<file path="config.mk">
export PLATFORM = sky130hd
export DESIGN_NAME = kpp_window
export DESIGN_NICKNAME = d
export VERILOG_FILES = /design/src/hdl/kpp_pkg.sv /design/src/hdl/kpp_window.sv
export SDC_FILE = /design/constraint.sdc
export NUM_CORES = 1
export LEC_CHECK = 0
export BUFFER_PORTS_ARGS = -buffer_cell sky130_fd_sc_hd__buf_4
export CORE_ASPECT_RATIO = 0.5
export CORE_MARGIN = 2
export CORE_UTILIZATION = 58
export CTS_CLUSTER_DIAMETER = 50
export DETAILED_ROUTE_END_ITERATION = 12
export GPL_TIMING_DRIVEN = 0
export PLACE_DENSITY = 0.84
export SLEW_MARGIN = 10
export SYNTH_ARGS = -nofsm -noshare
export SYNTH_HDL_FRONTEND = slang
export SYNTH_SLANG_ARGS = --single-unit
</file>
<file path="constraint.sdc">
create_clock -name clk -period 7.91 [get_ports clk]
set_clock_uncertainty 0.05 [all_clocks]
set_input_delay 1.1865 -clock clk [delete_from_list [all_inputs] [get_ports clk]]
set_output_delay 1.1865 -clock clk [all_outputs]
set_load 0.05 [all_outputs]
</file>
<file path="src/hdl/kpp_pkg.sv">
// Shared constants, types and helpers of the k-mer presence profiler.
package kpp_pkg;

  localparam int KPP_MAX_K  = 8;
  localparam int KPP_CODE_W = 2 * KPP_MAX_K;
  localparam int KPP_IDX_W  = 2 * KPP_MAX_K + 1;
  localparam int KPP_CNT_W  = 4;
  localparam int KPP_CFG_W  = 4;
  localparam logic [KPP_CFG_W-1:0] KPP_KMER_LEN_RST = KPP_CFG_W'(8);

  // Bitmap storage: rows of 32 presence bits plus an epoch tag
  localparam int KPP_ROW_SHIFT = 5;
  localparam int KPP_ROW_BITS  = 1 << KPP_ROW_SHIFT;
  localparam longint KPP_MAP_BITS = (longint'(1) << KPP_CODE_W) + longint'(1);
  localparam int KPP_RAM_DEPTH =
    int'((KPP_MAP_BITS + longint'(KPP_ROW_BITS) - longint'(1)) / longint'(KPP_ROW_BITS));
  localparam int KPP_ADDR_W  = (KPP_RAM_DEPTH > 1) ? $clog2(KPP_RAM_DEPTH) : 1;
  localparam int KPP_EPOCH_W = 8;

  // Result queue
  localparam int KPP_FIFO_DEPTH = 3;
  localparam int KPP_FIFO_PTR_W = $clog2(KPP_FIFO_DEPTH);
  localparam int KPP_FIFO_CNT_W = $clog2(KPP_FIFO_DEPTH + 1);

  // APB register file
  localparam int KPP_APB_ADDR_W = 3;
  localparam int KPP_APB_DATA_W = 32;
  localparam logic [KPP_APB_ADDR_W-3:0] KPP_REG_KMER_LEN = '0;

  // Character codes
  localparam logic [7:0] KPP_CH_A       = 8'h41;
  localparam logic [7:0] KPP_CH_C       = 8'h43;
  localparam logic [7:0] KPP_CH_G       = 8'h47;
  localparam logic [7:0] KPP_CH_T       = 8'h54;
  localparam logic [7:0] KPP_CH_U       = 8'h55;
  localparam logic [7:0] KPP_CH_LOW_A   = 8'h61;
  localparam logic [7:0] KPP_CH_LOW_Z   = 8'h7A;
  localparam logic [7:0] KPP_CASE_OFS   = 8'd32;

  localparam logic [1:0] KPP_SYM_A = 2'd0;
  localparam logic [1:0] KPP_SYM_C = 2'd1;
  localparam logic [1:0] KPP_SYM_G = 2'd2;
  localparam logic [1:0] KPP_SYM_T = 2'd3;

  typedef struct packed {
    logic       valid;
    logic [1:0] code;
  } kpp_sym_t;

  typedef struct packed {
    logic                 valid;
    logic                 full;
    logic [KPP_IDX_W-1:0] idx;
    logic                 eos;
  } kpp_req_t;

  typedef struct packed {
    logic                 window_full;
    logic [KPP_IDX_W-1:0] kmer_index;
    logic                 first_seen;
    logic [KPP_IDX_W-1:0] distinct_count;
    logic                 sequence_done;
  } kpp_res_t;

  typedef struct packed {
    logic busy;
    logic s1_valid;
  } kpp_stat_t;

  function automatic kpp_sym_t kpp_base_sym(input logic [7:0] ch);
    logic [7:0] up;
    kpp_sym_t   s;
    up = (ch >= KPP_CH_LOW_A && ch <= KPP_CH_LOW_Z) ? ch - KPP_CASE_OFS : ch;
    s.valid = 1'b1;
    case (up)
      KPP_CH_A: s.code = KPP_SYM_A;
      KPP_CH_C: s.code = KPP_SYM_C;
      KPP_CH_G: s.code = KPP_SYM_G;
      KPP_CH_T, KPP_CH_U: s.code = KPP_SYM_T;
      default: begin
        s.valid = 1'b0;
        s.code  = KPP_SYM_A;
      end
    endcase
    return s;
  endfunction

endpackage

</file>
<file path="src/hdl/kpp_window.sv">
// Rolling k-mer window: base decode, code history and index formation.
module kpp_window (
  input  logic                          clk,
  input  logic                          rst_n,
  input  logic                          accept,
  input  logic [7:0]                    base_char,
  input  logic                          eos,
  input  logic [kpp_pkg::KPP_CFG_W-1:0] kmer_len,
  output kpp_pkg::kpp_req_t             req
);

  localparam int CODE_W = kpp_pkg::KPP_CODE_W;
  localparam int IDX_W  = kpp_pkg::KPP_IDX_W;
  localparam int CNT_W  = kpp_pkg::KPP_CNT_W;
  localparam logic [CNT_W-1:0] MAX_K = CNT_W'(kpp_pkg::KPP_MAX_K);

  logic [CODE_W-1:0] code_r, code_nxt;
  logic [CNT_W-1:0]  vrun_r, vrun_nxt;
  logic [CNT_W-1:0]  seen_r, seen_nxt;
  logic [CNT_W-1:0]  k_eff;
  logic [IDX_W-1:0]  span;
  logic [IDX_W-1:0]  idx;
  logic              full;
  kpp_pkg::kpp_sym_t sym;

  always_comb begin
    if (kmer_len == '0) begin
      k_eff = CNT_W'(1);
    end else if (CNT_W'(kmer_len) > MAX_K) begin
      k_eff = MAX_K;
    end else begin
      k_eff = CNT_W'(kmer_len);
    end
  end

  always_comb begin
    sym = kpp_pkg::kpp_base_sym(base_char);
    // invalid characters shift in a zero digit
    code_nxt = CODE_W'({code_r, (sym.valid ? sym.code : 2'b00)});
    if (!sym.valid) begin
      vrun_nxt = '0;
    end else if (vrun_r < MAX_K) begin
      vrun_nxt = vrun_r + CNT_W'(1);
    end else begin
      vrun_nxt = vrun_r;
    end
    seen_nxt = (seen_r < MAX_K) ? seen_r + CNT_W'(1) : seen_r;
    full = (seen_nxt >= k_eff);
    span = IDX_W'(1) << {k_eff, 1'b0};
    if (!full) begin
      idx = '0;
    end else if (vrun_nxt >= k_eff) begin
      idx = IDX_W'(code_nxt) & (span - IDX_W'(1));
    end else begin
      idx = span;
    end
  end

  always_ff @(posedge clk) begin
    if (!rst_n) begin
      code_r <= '0;
      vrun_r <= '0;
      seen_r <= '0;
    end else if (accept) begin
      if (eos) begin
        code_r <= '0;
        vrun_r <= '0;
        seen_r <= '0;
      end else begin
        code_r <= code_nxt;
        vrun_r <= vrun_nxt;
        seen_r <= seen_nxt;
      end
    end
  end

  assign req.valid = accept;
  assign req.full  = full;
  assign req.idx   = idx;
  assign req.eos   = eos;

endmodule

</file>
==> impl_metrics.yaml <==
cts:
  cts_tree: "built"
  cts_buffers: 3
  clk_pin_slew_ns: 0.09
  cts.sinks: 22
  clk_latency_ns: 0.26
  cts-root-buf: "clkbuf_8"
  holdBufCountCts: 0
  cts_setup_buffers: 0
  post_cts_resized: 0
  cts_buffer_depth: 2
  htreeDepth: 1
synthesis:
  synth_area_um2: 1660
  synth.net_count: 250
  synth-async-reset-ratio_pct: 0
  ys_types: 49
  synth_ff_type: "dfxtp_1"
  yosysTopAreaCell: "dfxtp_1"
  ys.warnings.count: 0
  syn_avg_cell_area_um2: 7.48
  synth_top_area_share_pct: 26.5
  ys_seq_area_share_pct: 26.5
  ys_ff_latch: 22
  ys_top_cells_by_area: "dfxtp_1 (27%), ha_1 (9.0%), a21oi_1 (7.5%), nand2b_1 (6.0%), nor2_1 (4.7%)"
  synth_edf_count: 0
  syn_inst: 222
worst_setup_path:
  crit_required_ns: 6.67
  path_max_fanout: 9
  worstPathArrival_ns: 4.29
  crit_type: "in -> out"
  end_kind: "primary output"
  worstSetupStartpointType: "input port"
routing:
  wire_per_inst_um: 14.8
  drtIter0Drc: 114
  antenna_left: 0
  vias: 1725
  viasPerCell: 5.83
  wl_um: 4380
  drt_pass1_iterations: 4
  route.detailed.drc: 0
global_route:
  antenna_found_initial: 0
  grt_pass1_wl_um: 7270
  grt_max_degree: 14
  grt_pass1_vias: 1583
  grt_usage_pct: 27.7
  gr-total-overflow: 0
run_status:
  status: "finished, final reports clean"
power:
  seqPwrFrac_pct: 41.0
  p_clk_share_pct: 39.4
  leakage_nw: 0.823
  p_switching_uw: 74.6
  switching_share_pct: 27.4
  intPower_uw: 198
  powerDensity_nw_per_um2: 135
  ir_worst_vdd_mv: 0.0828
  comb_power_share_pct: 19.6
flow_run:
  cap_violations: 0
finish:
  drive_gt1_share_pct: 18.9
  final_area_um2: 2030
  synthToLayoutAreaGrowth_pct: 22.0
  antenna_cells: 0
  fin_nets: 288
floorplan:
  core_area_um2: 2650
  die_w_um: 79.7
  num_rows: 13
  initial_utilization_pct: 62.6
  die_height_um: 41.8
  io_pins: 36
  dieArea_um2: 3330
place:
  place_area_um2: 1950
  port-buffer-count: 33
  post-dp-hpwl_um: 3360
  gp_congestion: 0.899
timing:
  relSlewSlack_pct: 56.1
  worst_pin_slew_ns: 0.655
  report.final.slew_viol_count: 0
  fmax_ghz: 0.181
  rsz0062_at_grt: "false"
  fin_crit_sh_pct: 69.9
  hold_viol: 0
  setup_viol: 0
  finalSetupTns_ns: 0
  period_needed_ns: 5.53
hold_path:
  hold_path_class: "reg -> reg"
worst max-delay path: stages:
cell,delay (ns)
buf_4,0.10
inv_1,0.04
ha_1,0.27
o21ai_0,0.15
nand3_1,0.18
nor3_1,0.43
nand2_1,0.12
ha_1,0.29
nand2b_1,0.09
a21oi_1,0.08
o21ai_1,0.53
nand2_1,0.25
nor4_1,0.33
buf_4,0.25
metal layers:
| layer | up-vias | share of wire (%) | GRT usage (%) |
|---|---|---|---|
| met5 | - | 0 | 0 |
| met4 | 0 | 0.96 | 6.55 |
| met3 | 6 | 7.0 | 5.87 |
| met2 | 68 | 46 | 45.9 |
| met1 | 793 | 46 | 36.9 |
| li1 | 858 | - | - |
kinds of logic (layout without fill, tap and decap cells):
| group | after synthesis | count (layout) | share of synthesized area [%] |
|---|---|---|---|
| and+or+nand+nor | 104 | 104 | 34.4 |
| AOI/OAI and AO/OA | 50 | 50 | 18.5 |
| buffers and inverters | 24 | 61 | 6.10 |
| DFF | 22 | 22 | 26.5 |
| adders and majority gates | 12 | 12 | 9.04 |
| xor gates and xnor gates | 5 | 5 | 2.64 |
| muxes | 4 | 4 | 2.49 |
| other | 1 | 1 | 0.226 |
cells in the final DEF, fill, tap and decap left out, types with 4 or more instances in the layout:
| master | count |
|---|---|
| nor2_1 | 21 |
| dfxtp_1 | 22 |
| nand3_1 | 14 |
| o21ai_0 | 6 |
| inv_1 | 9 |
| clkbuf_1 | 10 |
| and3_1 | 7 |
| nor3_1 | 4 |
| nand2_1 | 15 |
| nand2b_1 | 16 |
| ha_1 | 12 |
| nand4_1 | 5 |
| or3_1 | 5 |
| a21oi_1 | 25 |
| buf_4 | 36 |
sequential cells by signal, summed over array words and instances, names as in the netlist:
signal	flops
code_r	14
seen_r	4
vrun_r	4
path summary, 6_finish.rpt:
kind / from / to / slack [ns] / cells past startpoint
setup reg to reg: vrun_r[3] / vrun_r[2] / 6.36 / 6
hold reg to reg: code_r[12] / code_r[12] / 0.44 / 2
setup / recovery: base_char[5] / req[14] / 2.38 / 14
hold / removal: code_r[12] / code_r[12] / 0.44 / 2
through the flow:
step | cells | hold slack, ns | worst slack (ns) | util (%) | total power, mW
after floorplan | 222 | 0.396 | 2.05 | - | 0.148
after global placement | 292 | 0.406 | 2.50 | 73.7 | 0.165
after detailed placement | 292 | 0.428 | 2.44 | 73.7 | 0.167
after CTS | 296 | 0.442 | 2.39 | 76.4 | 0.273
after global routing | 296 | 0.457 | 2.12 | 76.4 | 0.284
final | 296 | 0.436 | 2.38 | 76.4 | 0.273
cell type report:
cell class	count	area, µm²
clock inverters	1	30.0
inverters	11	41.3
repair buffers	33	248
plain buffers	13	60.1
fillers	227	626
multi-input cells	176	1120
flip-flops and latches	22	440
clock buffers	3	41.3
well taps	37	46.3
Yosys cell counts (2+ instances only):
| master | count |
|---|---|
| nand2b_1 | 16 |
| ha_1 | 12 |
| and2_1 | 2 |
| nand3b_1 | 2 |
| o21ai_0 | 6 |
| dfxtp_1 | 22 |
| xor2_1 | 2 |
| a211oi_1 | 2 |
| nor2b_1 | 3 |
| buf_4 | 3 |
| nand2_1 | 15 |
| xnor2_1 | 3 |
| nand3_1 | 14 |
| a31oi_1 | 2 |
| nor3_1 | 4 |
| inv_1 | 9 |
| nand4_1 | 5 |
| o22ai_1 | 2 |
| nor2_1 | 21 |
| o21a_1 | 2 |
| mux2i_1 | 3 |
| or3b_1 | 2 |
| a21oi_1 | 25 |
| or3_1 | 5 |
| clkbuf_1 | 10 |
| and3_1 | 7 |
power groups by stage:
stage                     Combinational (mW)  Clock [mW]  Sequential [mW]
after detailed placement              0.0522           0            0.114
after CTS                             0.0527       0.109            0.112
after global routing                  0.0581       0.114            0.112
after global placement                0.0507           0            0.114
after floorplan                       0.0337           0            0.114
final                                 0.0535       0.108            0.112
Power figures use the tool's default switching activity.
