**src/hdl/kpp_pkg.sv**
```systemverilog
// Shared constants, types and helpers of the k-mer presence profiler.
package kpp_pkg;

  localparam int KPP_MAX_K  = 8;
  localparam int KPP_CODE_W = 2 * KPP_MAX_K;
  localparam int KPP_IDX_W  = 2 * KPP_MAX_K + 1;
  localparam int KPP_CNT_W  = 4;
  localparam int KPP_CFG_W  = 4;
  localparam logic [KPP_CFG_W-1:0] KPP_KMER_LEN_RST = KPP_CFG_W'(8);

  // Bitmap storage: rows of 32 presence bits plus an epoch tag
  localparam int KPP_ROW_SHIFT = 5;
  localparam int KPP_ROW_BITS  = 1 << KPP_ROW_SHIFT;
  localparam longint KPP_MAP_BITS = (longint'(1) << KPP_CODE_W) + longint'(1);
  localparam int KPP_RAM_DEPTH =
    int'((KPP_MAP_BITS + longint'(KPP_ROW_BITS) - longint'(1)) / longint'(KPP_ROW_BITS));
  localparam int KPP_ADDR_W  = (KPP_RAM_DEPTH > 1) ? $clog2(KPP_RAM_DEPTH) : 1;
  localparam int KPP_EPOCH_W = 8;

  // Result queue
  localparam int KPP_FIFO_DEPTH = 3;
  localparam int KPP_FIFO_PTR_W = $clog2(KPP_FIFO_DEPTH);
  localparam int KPP_FIFO_CNT_W = $clog2(KPP_FIFO_DEPTH + 1);

  // APB register file
  localparam int KPP_APB_ADDR_W = 3;
  localparam int KPP_APB_DATA_W = 32;
  localparam logic [KPP_APB_ADDR_W-3:0] KPP_REG_KMER_LEN = '0;

  // Character codes
  localparam logic [7:0] KPP_CH_A       = 8'h41;
  localparam logic [7:0] KPP_CH_C       = 8'h43;
  localparam logic [7:0] KPP_CH_G       = 8'h47;
  localparam logic [7:0] KPP_CH_T       = 8'h54;
  localparam logic [7:0] KPP_CH_U       = 8'h55;
  localparam logic [7:0] KPP_CH_LOW_A   = 8'h61;
  localparam logic [7:0] KPP_CH_LOW_Z   = 8'h7A;
  localparam logic [7:0] KPP_CASE_OFS   = 8'd32;

  localparam logic [1:0] KPP_SYM_A = 2'd0;
  localparam logic [1:0] KPP_SYM_C = 2'd1;
  localparam logic [1:0] KPP_SYM_G = 2'd2;
  localparam logic [1:0] KPP_SYM_T = 2'd3;

  typedef struct packed {
    logic       valid;
    logic [1:0] code;
  } kpp_sym_t;

  typedef struct packed {
    logic                 valid;
    logic                 full;
    logic [KPP_IDX_W-1:0] idx;
    logic                 eos;
  } kpp_req_t;

  typedef struct packed {
    logic                 window_full;
    logic [KPP_IDX_W-1:0] kmer_index;
    logic                 first_seen;
    logic [KPP_IDX_W-1:0] distinct_count;
    logic                 sequence_done;
  } kpp_res_t;

  typedef struct packed {
    logic busy;
    logic s1_valid;
  } kpp_stat_t;

  function automatic kpp_sym_t kpp_base_sym(input logic [7:0] ch);
    logic [7:0] up;
    kpp_sym_t   s;
    up = (ch >= KPP_CH_LOW_A && ch <= KPP_CH_LOW_Z) ? ch - KPP_CASE_OFS : ch;
    s.valid = 1'b1;
    case (up)
      KPP_CH_A: s.code = KPP_SYM_A;
      KPP_CH_C: s.code = KPP_SYM_C;
      KPP_CH_G: s.code = KPP_SYM_G;
      KPP_CH_T, KPP_CH_U: s.code = KPP_SYM_T;
      default: begin
        s.valid = 1'b0;
        s.code  = KPP_SYM_A;
      end
    endcase
    return s;
  endfunction

endpackage

```
**src/hdl/kpp_out_fifo.sv**
```systemverilog
// Small result queue that decouples the bitmap pipeline from the result channel.
module kpp_out_fifo (
  input  logic                                clk,
  input  logic                                rst_n,
  input  logic                                push,
  input  kpp_pkg::kpp_res_t                   push_data,
  input  logic                                pop,
  output logic                                out_valid,
  output kpp_pkg::kpp_res_t                   out_data,
  output logic [kpp_pkg::KPP_FIFO_CNT_W-1:0]  count
);

  localparam int DEPTH = kpp_pkg::KPP_FIFO_DEPTH;
  localparam int PTR_W = kpp_pkg::KPP_FIFO_PTR_W;
  localparam int CNT_W = kpp_pkg::KPP_FIFO_CNT_W;
  localparam logic [PTR_W-1:0] LAST = PTR_W'(DEPTH - 1);

  kpp_pkg::kpp_res_t mem_r [DEPTH];
  logic [PTR_W-1:0]  wr_ptr_r, rd_ptr_r;
  logic [CNT_W-1:0]  cnt_r;

  always_ff @(posedge clk) begin
    if (!rst_n) begin
      wr_ptr_r <= '0;
      rd_ptr_r <= '0;
      cnt_r    <= '0;
    end else begin
      if (push) begin
        wr_ptr_r <= (wr_ptr_r == LAST) ? '0 : wr_ptr_r + PTR_W'(1);
      end
      if (pop) begin
        rd_ptr_r <= (rd_ptr_r == LAST) ? '0 : rd_ptr_r + PTR_W'(1);
      end
      cnt_r <= cnt_r + CNT_W'(push) - CNT_W'(pop);
    end
  end

  always_ff @(posedge clk) begin
    if (push) begin
      mem_r[wr_ptr_r] <= push_data;
    end
  end

  assign out_valid = (cnt_r != '0);
  assign out_data  = mem_r[rd_ptr_r];
  assign count     = cnt_r;

endmodule

```
**config.mk**
```make
export PLATFORM = sky130hd
export DESIGN_NAME = kpp_out_fifo
export DESIGN_NICKNAME = d
export VERILOG_FILES = /design/src/hdl/kpp_pkg.sv /design/src/hdl/kpp_out_fifo.sv
export SDC_FILE = /design/constraint.sdc
export NUM_CORES = 1
export LEC_CHECK = 0
export BUFFER_PORTS_ARGS = -buffer_cell sky130_fd_sc_hd__buf_2
export CORE_MARGIN = 4
export CORE_UTILIZATION = 45
export CTS_CLUSTER_SIZE = 25
export DETAILED_ROUTE_END_ITERATION = 10
export GPL_TIMING_DRIVEN = 1
export HOLD_SLACK_MARGIN = 0.1
export PLACE_DENSITY = 0.67
export SLEW_MARGIN = 20
export SYNTH_ARGS = -nofsm -noshare
export SYNTH_HDL_FRONTEND = slang
export SYNTH_SLANG_ARGS = --single-unit
```
**constraint.sdc**
```tcl
create_clock -name clk -period 5.63 [get_ports clk]
set_clock_uncertainty 0.1 [all_clocks]
set_input_delay 0 -clock clk [delete_from_list [all_inputs] [get_ports clk]]
set_output_delay 0 -clock clk [all_outputs]
set_load 0.01 [all_outputs]
```
==> results.md, run 1 <==
* Seq cells post-synth at 119
* Clock transition at path regs at 0.06 ns
* CTS tree: yes
* DRT iter0 DRCs at 61
* Synthesized cell area at 4470 um2
* Worst EP arrival at 2.03 ns
* Status: complete, no violations
* Crit path depth at 4
* Final Hold Viols at 0
* CP Launch Type: flop
* Vias in the first global route at 2754
* RSZ-0062 raised after global routing: false
* Syn_nets at 308
* ANT cells at 0
* Routed wire length at 8300 um
* Slowest CP cell: buf_4
* Crit path max fanout at 37
* Starting Density at 0.459
* Via count at 2582
* Nets at 442
* Root buf cell: clkbuf_8
* # setup viols final at 0
* First-pass GRT wire length at 13200 um
* Rows at 36
* Synth cell types at 24
* Max IR drop VDD at 329 uV
* Worst-Skew Late Latency at 0.49 ns
* Fin. max-slew vios at 0
* CTS H-tree lvls at 4
* Hold_ws at 0.135 ns
* Sequential share of the synthesized area at 0.781
* Worst min path class: in2reg
* DR vias/cell at 4.75
* CTS Sinks at 119
* HPWL Detailed at 4650 um
* Worst Setup EP: out_data[25]
* Clock buffer depth at 2
* Final critical-path required period at 2.13 ns
* Die area at 11600 um2
* Chip height at 108 um
* Post-cts resize count at 0
* Reg-to-reg slack, setup at 3.77 ns
* Syn Inst Count at 265
* PwrDens at 375 nW/um2
* Area growth syn-to-layout at 33.7%
* Drt drc at 0
* Total GRT Usage at 0.154
* Critical path class: reg2out
* Core area at 9730 um2
* Final Cycle Share at 0.379
* Static Leak at 2.17 nW
* Setup slack at placement at 3.87 ns
* Fmax at 0.469 GHz
* Initial antenna violation count at 0
* Share of cells above drive strength 1 at 0.285
* DR pass1 iterations at 4
* Avg Inst Size Synth at 16.9 um2
* PortBufs at 80
* Bufs and invs on worst path at 2
* Grt ovf at 0
* Crit path required time at 5.53 ns
* Top delay family on crit path: buffers and inverters
* Worst-Margin Slew at 0.887 ns
* Worst r2r dst: count[0]
* Final WS setup at 3.50 ns
* Hold depth at 2
* Crit path capture type: output pin
* Warnings, synthesis at 0
* Num CTS Buffers at 17
* Placer Congestion at 0.731
* CP Cell Sequence: buf_4 -> mux2i_1 -> o21ai_0 -> buf_2
* Setup TNS at 0 ns
* Maxcap violations at 0
* Slowest stage delay, CP at 0.54 ns
* WL/cell at 15.3 um
* Reg2reg path depth at 6
* Layout Utilization at 0.614
* Worst reg2reg startpoint: count[0]
* Worst rel slew slack at 0.408
* I/O pins at 81
* Antenna viol nets, final at 0
* Die extent in x at 108 um
* Largest net degree at the start of global routing at 75
cells in the mapped netlist:
cell,count,share of area
inv_1,3,0.0025
dfxtp_1,8,0.036
ha_1,2,0.0056
buf_12,3,0.013
nand3b_1,2,0.0034
buf_6,1,0.0025
xnor3_1,1,0.0050
and2_1,1,0.0014
clkbuf_1,4,0.0034
nor2b_1,3,0.0042
mux2i_1,37,0.083
o21ai_1,29,0.032
buf_2,3,0.0034
o21ai_0,7,0.0078
nand2b_1,2,0.0028
edfxtp_1,111,0.75
a21boi_0,2,0.0034
o21a_1,2,0.0034
o21ai_2,1,0.0020
or2_2,1,0.0014
buf_4,1,0.0017
nor3b_1,2,0.0034
nor2_1,1,0.00084
nand2_1,38,0.032
layer usage:
metal / vias up / wire length [um] / GRT usage
li1: 1265 / - / -
met1: 1234 / 3300 / 0.175
met2: 76 / 4390 / 0.269
met3: 7 / 526 / 0.0516
met4: 0 / 83 / 0.0568
met5: - / 0 / 0
cell usage in the layout, fill, tap and decap left out, types with 3 or more instances in the layout:
| master | count |
|---|---|
| dfxtp_1 | 6 |
| bufinv_16 | 3 |
| edfxtp_1 | 111 |
| clkinv_2 | 3 |
| nor2b_1 | 3 |
| o21ai_0 | 7 |
| o21ai_1 | 29 |
| buf_2 | 80 |
| dlygate4sd3_1 | 42 |
| buf_4 | 4 |
| nand2_1 | 38 |
| mux2i_1 | 37 |
| clkbuf_16 | 16 |
| clkinv_1 | 4 |
power by group:
group          internal [W]  leakage [nW]  switching [W]
combinational     0.0000971         0.813       0.000110
sequential          0.00101          1.09      0.0000122
clock              0.000661         0.267       0.000346
total               0.00177          2.17       0.000467
sequential cells by signal, summed over array words and instances (netlist names), named ones only:
signal	flops
count	2
rd_ptr_r	2
wr_ptr_r	2
mem_r	111
worst min-delay path by stage:
stage / startpoint / end
3_5_place_dp: push_data[36] / mem_r[1][36]
3_3_place_gp: push_data[22] / mem_r[1][22]
5_1_grt: push_data[17] / mem_r[0][17]
4_1_cts: push_data[9] / mem_r[1][9]
2_1_floorplan: push_data[0] / mem_r[0][0]
6_report: push_data[4] / mem_r[2][4]
what timing repair did:
action	CTS	global route
hold buffers	42	0
setup buffers	0	0
endpoints found under the hold margin	155	0
kinds of logic (layout without fill, tap and decap cells):
logic type      Yosys count  count (layout)  synth area share
compound gates           41              41            0.0490
buf+inv                  15             161            0.0269
xor+xnor                  1               1           0.00504
flops                   119             119             0.781
mux                      37              37            0.0828
simple gates             50              50            0.0493
fa+ha+maj                 2               2           0.00560
final cells by class:
type                    count  area (um2)
fillers                   788        3750
flip-flops and latches    119        3500
repair buffers            127         878
multi-input cells         131         870
clock inverters            12         135
well taps                 133         166
inverters                   3        11.3
clock buffers              19         422
stage by stage:
stage               std cells  area [um2]  power [W]
floorplan                 265        4470    0.00115
CTS                       544        5980    0.00226
finish                    544        5980    0.00224
global placement          470        4970    0.00122
global route              544        5980    0.00233
detailed placement        471        5000    0.00123
Power figures use the tool's default switching activity.
==> run 2, diff against run 1 <==
--- a/config.mk
+++ b/config.mk
@@ -12,7 +12,7 @@
 export DETAILED_ROUTE_END_ITERATION = 10
 export GPL_TIMING_DRIVEN = 1
 export HOLD_SLACK_MARGIN = 0.1
-export PLACE_DENSITY = 0.67
+export PLACE_DENSITY = 0.69
 export SLEW_MARGIN = 20
 export SYNTH_ARGS = -nofsm -noshare
 export SYNTH_HDL_FRONTEND = slang
==> constraint.sdc (replaced) <==
create_clock -name clk -period 1.8 [get_ports clk]
set_clock_uncertainty 0.1 [all_clocks]
set_input_delay 0 -clock clk [delete_from_list [all_inputs] [get_ports clk]]
set_output_delay 0 -clock clk [all_outputs]
set_load 0.01 [all_outputs]
==> results.md, run 2 (same netlist as run 1, synthesis figures left out) <==
* Setup TNS at 0 ns (unchanged)
* CTS tree: yes (unchanged)
* First-pass GRT wire length at 12600 um (was 13200 um)
* Total power at 0.00728 W (was 0.00224 W)
* Slowest stage delay, CP at 0.53 ns (was 0.54 ns)
* Nets at 448 (was 442)
* Vias in the first global route at 2602 (was 2754)
* Commonest non-fill, non-tap cells in the layout: edfxtp_1, buf_2, dlygate4sd3_1, nand2_1, mux2i_1 (unchanged)
* Final std cells w/o fill at 551 (was 544)
* Fill cell count at 738 (was 788)
* Worst-Margin Slew at 0.285 ns (was 0.887 ns)
* Clock buffer depth at 2 (unchanged)
* Cell Area, Placed at 5090 um2 (was 5000 um2)
* Max IR drop VDD at 620 uV (was 329 uV)
* CP Cell Sequence: nor3b_4 -> buf_4 -> o21a_1 -> dlygate4sd3_1 (was buf_4 -> mux2i_1 -> o21ai_0 -> buf_2)
* ANT cells at 0 (unchanged)
* Area growth syn-to-layout at 37.0% (was 33.7%)
* Largest register FFs at 111 (unchanged)
* CP Launch Type: flop (unchanged)
* Inst Count DP at 478 (was 471)
* Grt ovf at 0 (unchanged)
* PortBufs at 80 (unchanged)
* RSZ-0062 raised after global routing: false (unchanged)
* Layout Utilization at 0.629 (was 0.614)
* Final Cycle Share at 0.940
* Num CTS Buffers at 17 (unchanged)
* Share of cells above drive strength 1 at 0.316 (was 0.285)
* Sw Share at 0.211 (was 0.209)
* Crit path capture type: flop (was output pin)
* WL/cell at 14.4 um (was 15.3 um)
* Biggest register: mem_r (unchanged)
* Chip height at 108 um (unchanged)
* DR vias/cell at 4.67 (was 4.75)
* Placer Congestion at 0.725 (was 0.731)
* Antenna viol nets, final at 0 (unchanged)
* Psw at 0.00154 W (was 0.000467 W)
* CTS H-tree lvls at 4 (unchanged)
* PwrDens at 1190 nW/um2 (was 375 nW/um2)
* Combinational fraction of design power at 0.089 (was 0.092)
* Sequential power share at 0.442 (was 0.458)
* DR pass1 iterations at 4 (unchanged)
* Fin. max-slew vios at 0 (unchanged)
* Routed wire length at 7940 um (was 8300 um)
* Die area at 11600 um2 (unchanged)
* Status: complete, no violations (unchanged)
* Rows at 36 (unchanged)
* Final Hold Viols at 0 (unchanged)
* Drt drc at 0 (unchanged)
* Initial antenna violation count at 0 (unchanged)
* Die extent in x at 108 um (unchanged)
* Crit path required time at 2.13 ns (was 5.53 ns)
* Fin area at 6120 um2 (was 5980 um2)
* Slowest CP cell: dlygate4sd3_1 (was buf_4)
* Static Leak at 2.24 nW (was 2.17 nW)
* Maxcap violations at 0 (unchanged)
* Internal at 0.00574 W (was 0.00177 W)
* DRT iter0 DRCs at 111 (was 61)
* Most common cell after layout, fill and taps aside: edfxtp_1 (unchanged)
* FF/Latch Area at 3500 um2 (about the same)
* Clock power frac at 0.469 (was 0.450)
* I/O pins at 81 (unchanged)
* Crit path max fanout at 12 (was 37)
* # setup viols final at 0 (unchanged)
* Via count at 2571 (was 2582)
* Fmax at 0.591 GHz
* HPWL Detailed at 5150 um (was 4650 um)
* Core area at 9730 um2 (unchanged)
* Root buf cell: clkbuf_8 (unchanged)
* Starting Density at 0.459 (unchanged)
* Post-CTS setup buffer count at 0 (unchanged)
* Worst min path class: in2reg (unchanged)
* Largest net degree at the start of global routing at 29 (was 75)
* Worst rel slew slack at 0.810 (was 0.408)
* Total GRT Usage at 0.147 (was 0.154)
* Critical path class: reg2reg (was reg2out)
* CTS Sinks at 119 (unchanged)
* Clock transition at path regs at 0.06 ns (about the same)
* Final critical-path required period at 1.69 ns
* Worst-Skew Late Latency at 0.49 ns (about the same)
* Area occupied by multi-input gates at 876 um2 (was 870 um2)
* Worst EP arrival at 2.03 ns (about the same)
-- run 2: metrics by stage --
stage / hold WS, ns / setup slack, ns
finish: 0.138 / 0.108
global placement: 0.101 / 0.430
floorplan: -0.00113 / -0.0882
global route: 0.126 / 0.00563
detailed placement: 0.107 / 0.395
CTS: 0.116 / 0.0140
-- run 2: final timing paths --
check | from | end | slack (ns) | cells after the start
max | wr_ptr_r[0] | wr_ptr_r[0] | 0.11 | 4
min | push_data[17] | mem_r[2][17] | 0.14 | 2
max reg2reg | wr_ptr_r[0] | wr_ptr_r[0] | 0.11 | 4
min reg2reg | wr_ptr_r[1] | wr_ptr_r[1] | 0.44 | 2
-- run 2: repair_timing --
action	4_1_cts	5_1_grt
hold buffers	41	0
resized for setup	0	3
endpoints found under the hold margin	201	0
endpoints found under the setup margin	0	18
-- run 2: power groups by stage --
stage,sequential (W),combinational [W],clock [W]
CTS,0.00321,0.000664,0.00348
global route,0.00322,0.000720,0.00361
finish,0.00321,0.000650,0.00341
floorplan,0.00326,0.000341,0
global placement,0.00326,0.000581,0
detailed placement,0.00327,0.000593,0
-- run 2: area by class of cell --
type | count | area share
clock buffers | 17 | 0.0676
clock inverters | 15 | 0.0329
inverters | 3 | 0.00184
multi-input cells | 131 | 0.143
flip-flops and latches | 119 | 0.572
well taps | 133 | 0.0272
repair buffers | 133 | 0.156
-- run 2: critical path: cells and delay by family (launching register included) --
kind	cells	cell delay (ns)
and+or+nand+nor	1	0.25
AOI/OAI and AO/OA	1	0.14
DFF	1	0.35
buffers and inverters	2	0.78
-- run 2: layer usage --
metal / up-vias / GRT usage / routed length (um) / share of wire
met3: 14 / 0.0486 / 395 / 0.050
met1: 1212 / 0.182 / 3440 / 0.43
met5: - / 0 / 0 / 0
met4: 0 / 0.0595 / 142 / 0.018
met2: 71 / 0.238 / 3960 / 0.50
li1: 1274 / - / - / -
==> run 3, diff against run 2 <==
--- a/config.mk
+++ b/config.mk
@@ -6,13 +6,15 @@
 export NUM_CORES = 1
 export LEC_CHECK = 0
 export BUFFER_PORTS_ARGS = -buffer_cell sky130_fd_sc_hd__buf_2
+export CELL_PAD_IN_SITES_DETAIL_PLACEMENT = 1
+export CELL_PAD_IN_SITES_GLOBAL_PLACEMENT = 1
 export CORE_MARGIN = 4
-export CORE_UTILIZATION = 45
+export CORE_UTILIZATION = 41
 export CTS_CLUSTER_SIZE = 25
 export DETAILED_ROUTE_END_ITERATION = 10
 export GPL_TIMING_DRIVEN = 1
 export HOLD_SLACK_MARGIN = 0.1
-export PLACE_DENSITY = 0.69
+export PLACE_DENSITY_LB_ADDON = 0.1
 export SLEW_MARGIN = 20
 export SYNTH_ARGS = -nofsm -noshare
 export SYNTH_HDL_FRONTEND = slang
==> results.md, run 3 (same netlist as run 1, synthesis figures left out) <==
* Status: complete, no violations (unchanged)
* CP Cell Sequence: buf_6 -> mux2i_1 -> o21ai_1 -> buf_2 (was nor3b_4 -> buf_4 -> o21a_1 -> dlygate4sd3_1)
* CTS Sinks at 119 (unchanged)
* Total GRT Usage at 0.155 (was 0.147)
* Nets at 462 (was 448)
* Die extent in x at 112 um (was 108 um)
* RSZ-0062 raised after global routing: true (was false)
* First-pass GRT wire length at 14800 um (was 12600 um)
* Grt ovf at 0 (unchanged)
* DRT iter0 DRCs at 110 (was 111)
* Share of cells above drive strength 1 at 0.299 (was 0.316)
* Rows at 37 (was 36)
* Final critical-path required period at 1.75 ns (was 1.69 ns)
* Final Hold Viols at 0 (unchanged)
* Most common cell after layout, fill and taps aside: edfxtp_1 (unchanged)
* Antenna viol nets, final at 0 (unchanged)
* Sequential power share at 0.460 (was 0.442)
* Area occupied by multi-input gates at 876 um2 (unchanged)
* Routed wire length at 9120 um (was 7940 um)
* Die area at 12600 um2 (was 11600 um2)
* WL/cell at 16.1 um (was 14.4 um)
* Static Leak at 2.26 nW (was 2.24 nW)
* Setup TNS at 0 ns (unchanged)
* Worst EP arrival at 1.65 ns (was 2.03 ns)
* Fmax at 0.571 GHz (was 0.591 GHz)
* PwrDens at 1130 nW/um2 (was 1190 nW/um2)
* Max IR drop VDD at 632 uV (was 620 uV)
* Num CTS Buffers at 17 (unchanged)
* FF/Latch Area at 3500 um2 (about the same)
* Biggest register: mem_r (unchanged)
* Largest register FFs at 111 (unchanged)
* Chip height at 112 um (was 108 um)
* I/O pins at 81 (unchanged)
* Area growth syn-to-layout at 38.2% (was 37.0%)
* Vias in the first global route at 2920 (was 2602)
* DR pass1 iterations at 4 (unchanged)
* Clock transition at path regs at 0.05 ns (was 0.06 ns)
* DR vias/cell at 4.75 (was 4.67)
* Fin. max-slew vios at 0 (unchanged)
* Psw at 0.00154 W (about the same)
* Starting Density at 0.427 (was 0.459)
* Slowest CP cell: dfxtp_2 (was dlygate4sd3_1)
* Core area at 10500 um2 (was 9730 um2)
* Crit path max fanout at 19 (was 12)
* ANT cells at 0 (unchanged)
* Root buf cell: clkbuf_8 (unchanged)
* Worst min path class: in2reg (unchanged)
* Worst-Skew Late Latency at 0.51 ns (was 0.49 ns)
* # setup viols final at 0 (unchanged)
* Crit path capture type: output pin (was flop)
* Top delay family on crit path: buffers and inverters (unchanged)
* CP Launch Type: flop (unchanged)
* Placer Congestion at 0.681 (was 0.725)
* Clock power frac at 0.443 (was 0.469)
* CTS tree: yes (unchanged)
* Maxcap violations at 0 (unchanged)
* Slowest stage delay, CP at 0.35 ns (was 0.53 ns)
* Drt drc at 0 (unchanged)
* Via count at 2697 (was 2571)
* Fill cell count at 1009 (was 738)
* Clock buffer depth at 2 (unchanged)
* Initial antenna violation count at 0 (unchanged)
* HPWL Detailed at 5400 um (was 5150 um)
* Crit path required time at 1.70 ns (was 2.13 ns)
* Commonest non-fill, non-tap cells in the layout: edfxtp_1, buf_2, dlygate4sd3_1, nand2_1, mux2i_1 (unchanged)
* Combinational fraction of design power at 0.098 (was 0.089)
* Largest net degree at the start of global routing at 47 (was 29)
* Hold_ws at 0.130 ns (was 0.138 ns)
* Worst-Margin Slew at 0.340 ns (was 0.285 ns)
* Post-CTS setup buffer count at 0 (unchanged)
* PortBufs at 80 (unchanged)
* Internal at 0.00545 W (was 0.00574 W)
* Sw Share at 0.220 (was 0.211)
* CTS H-tree lvls at 4 (unchanged)
* Bufs and invs on worst path at 2 (unchanged)
* Worst rel slew slack at 0.774 (was 0.810)
* Critical path class: reg2out (was reg2reg)
* Final Cycle Share at 0.973 (was 0.940)
==> run 3: changes by cell type in the layout (fill, tap and decap cells not counted), sizes merged <==
cell         change
dlygate4sd3     +15
inv              -3
bufinv           -2
clkinv           +2
clkinvlp         +2
buf              -1
clkbuf           +1
==> run 3: through the flow <==
step	cell area, um2	setup WS (ns)	cells	utilization	power, W
final	6180	0.0484	568	0.591	0.00698
after global routing	6180	-0.0323	568	0.591	0.00728
after CTS	6170	0.0200	568	0.590	0.00708
after detailed placement	5050	0.412	480	0.483	0.00386
after global placement	5050	0.430	480	0.483	0.00384
after floorplan	4490	-0.0882	265	-	0.00360
==> run 3: final timing paths <==
| check | to | from | cells past startpoint | slack (ns) |
|---|---|---|---|---|
| setup reg to reg | wr_ptr_r[0] | wr_ptr_r[0] | 4 | 0.10 |
| hold reg to reg | flop | rd_ptr_r[1] | 2 | 0.42 |
| setup / recovery | out_data[25] | flop | 4 | 0.05 |
| hold / removal | mem_r[1][9] | push_data[9] | 2 | 0.13 |
==> run 3: layer usage <==
layer	GRT usage	wire length [um]	vias up
met5	0	0	-
met4	0.0601	154	0
met3	0.0512	422	15
met2	0.264	4690	63
met1	0.183	3850	1316
li1	-	-	1303
==> run 3: worst register-to-register path: cells and delay by family, from the launching register on <==
family                 cells  cell delay (ns)
and+or+nand+nor            1             0.22
AOI/OAI and AO/OA          1             0.16
buffers and inverters      2             0.81
DFF                        1             0.35
==> run 3: final cells by class <==
cell class              count  share of cell area
flip-flops and latches    119               0.566
repair buffers            147               0.173
multi-input cells         131               0.142
clock buffers              18              0.0676
well taps                 136              0.0275
clock inverters            14              0.0219
inverters                   3             0.00182
==> run 3: timing repair <==
item,CTS,global route
gates resized for setup,3,3
hold endpoints to repair,167,0
hold buffers,56,0
endpoints found under the setup margin,7,7
==> run 3: power by group through the flow <==
stage                     logic, W  clock network (W)  registers (W)
after floorplan           0.000341                  0        0.00326
after global placement    0.000583                  0        0.00326
after detailed placement  0.000592                  0        0.00326
after CTS                 0.000692            0.00317        0.00321
after global routing      0.000752            0.00331        0.00322
final                     0.000682            0.00309        0.00321
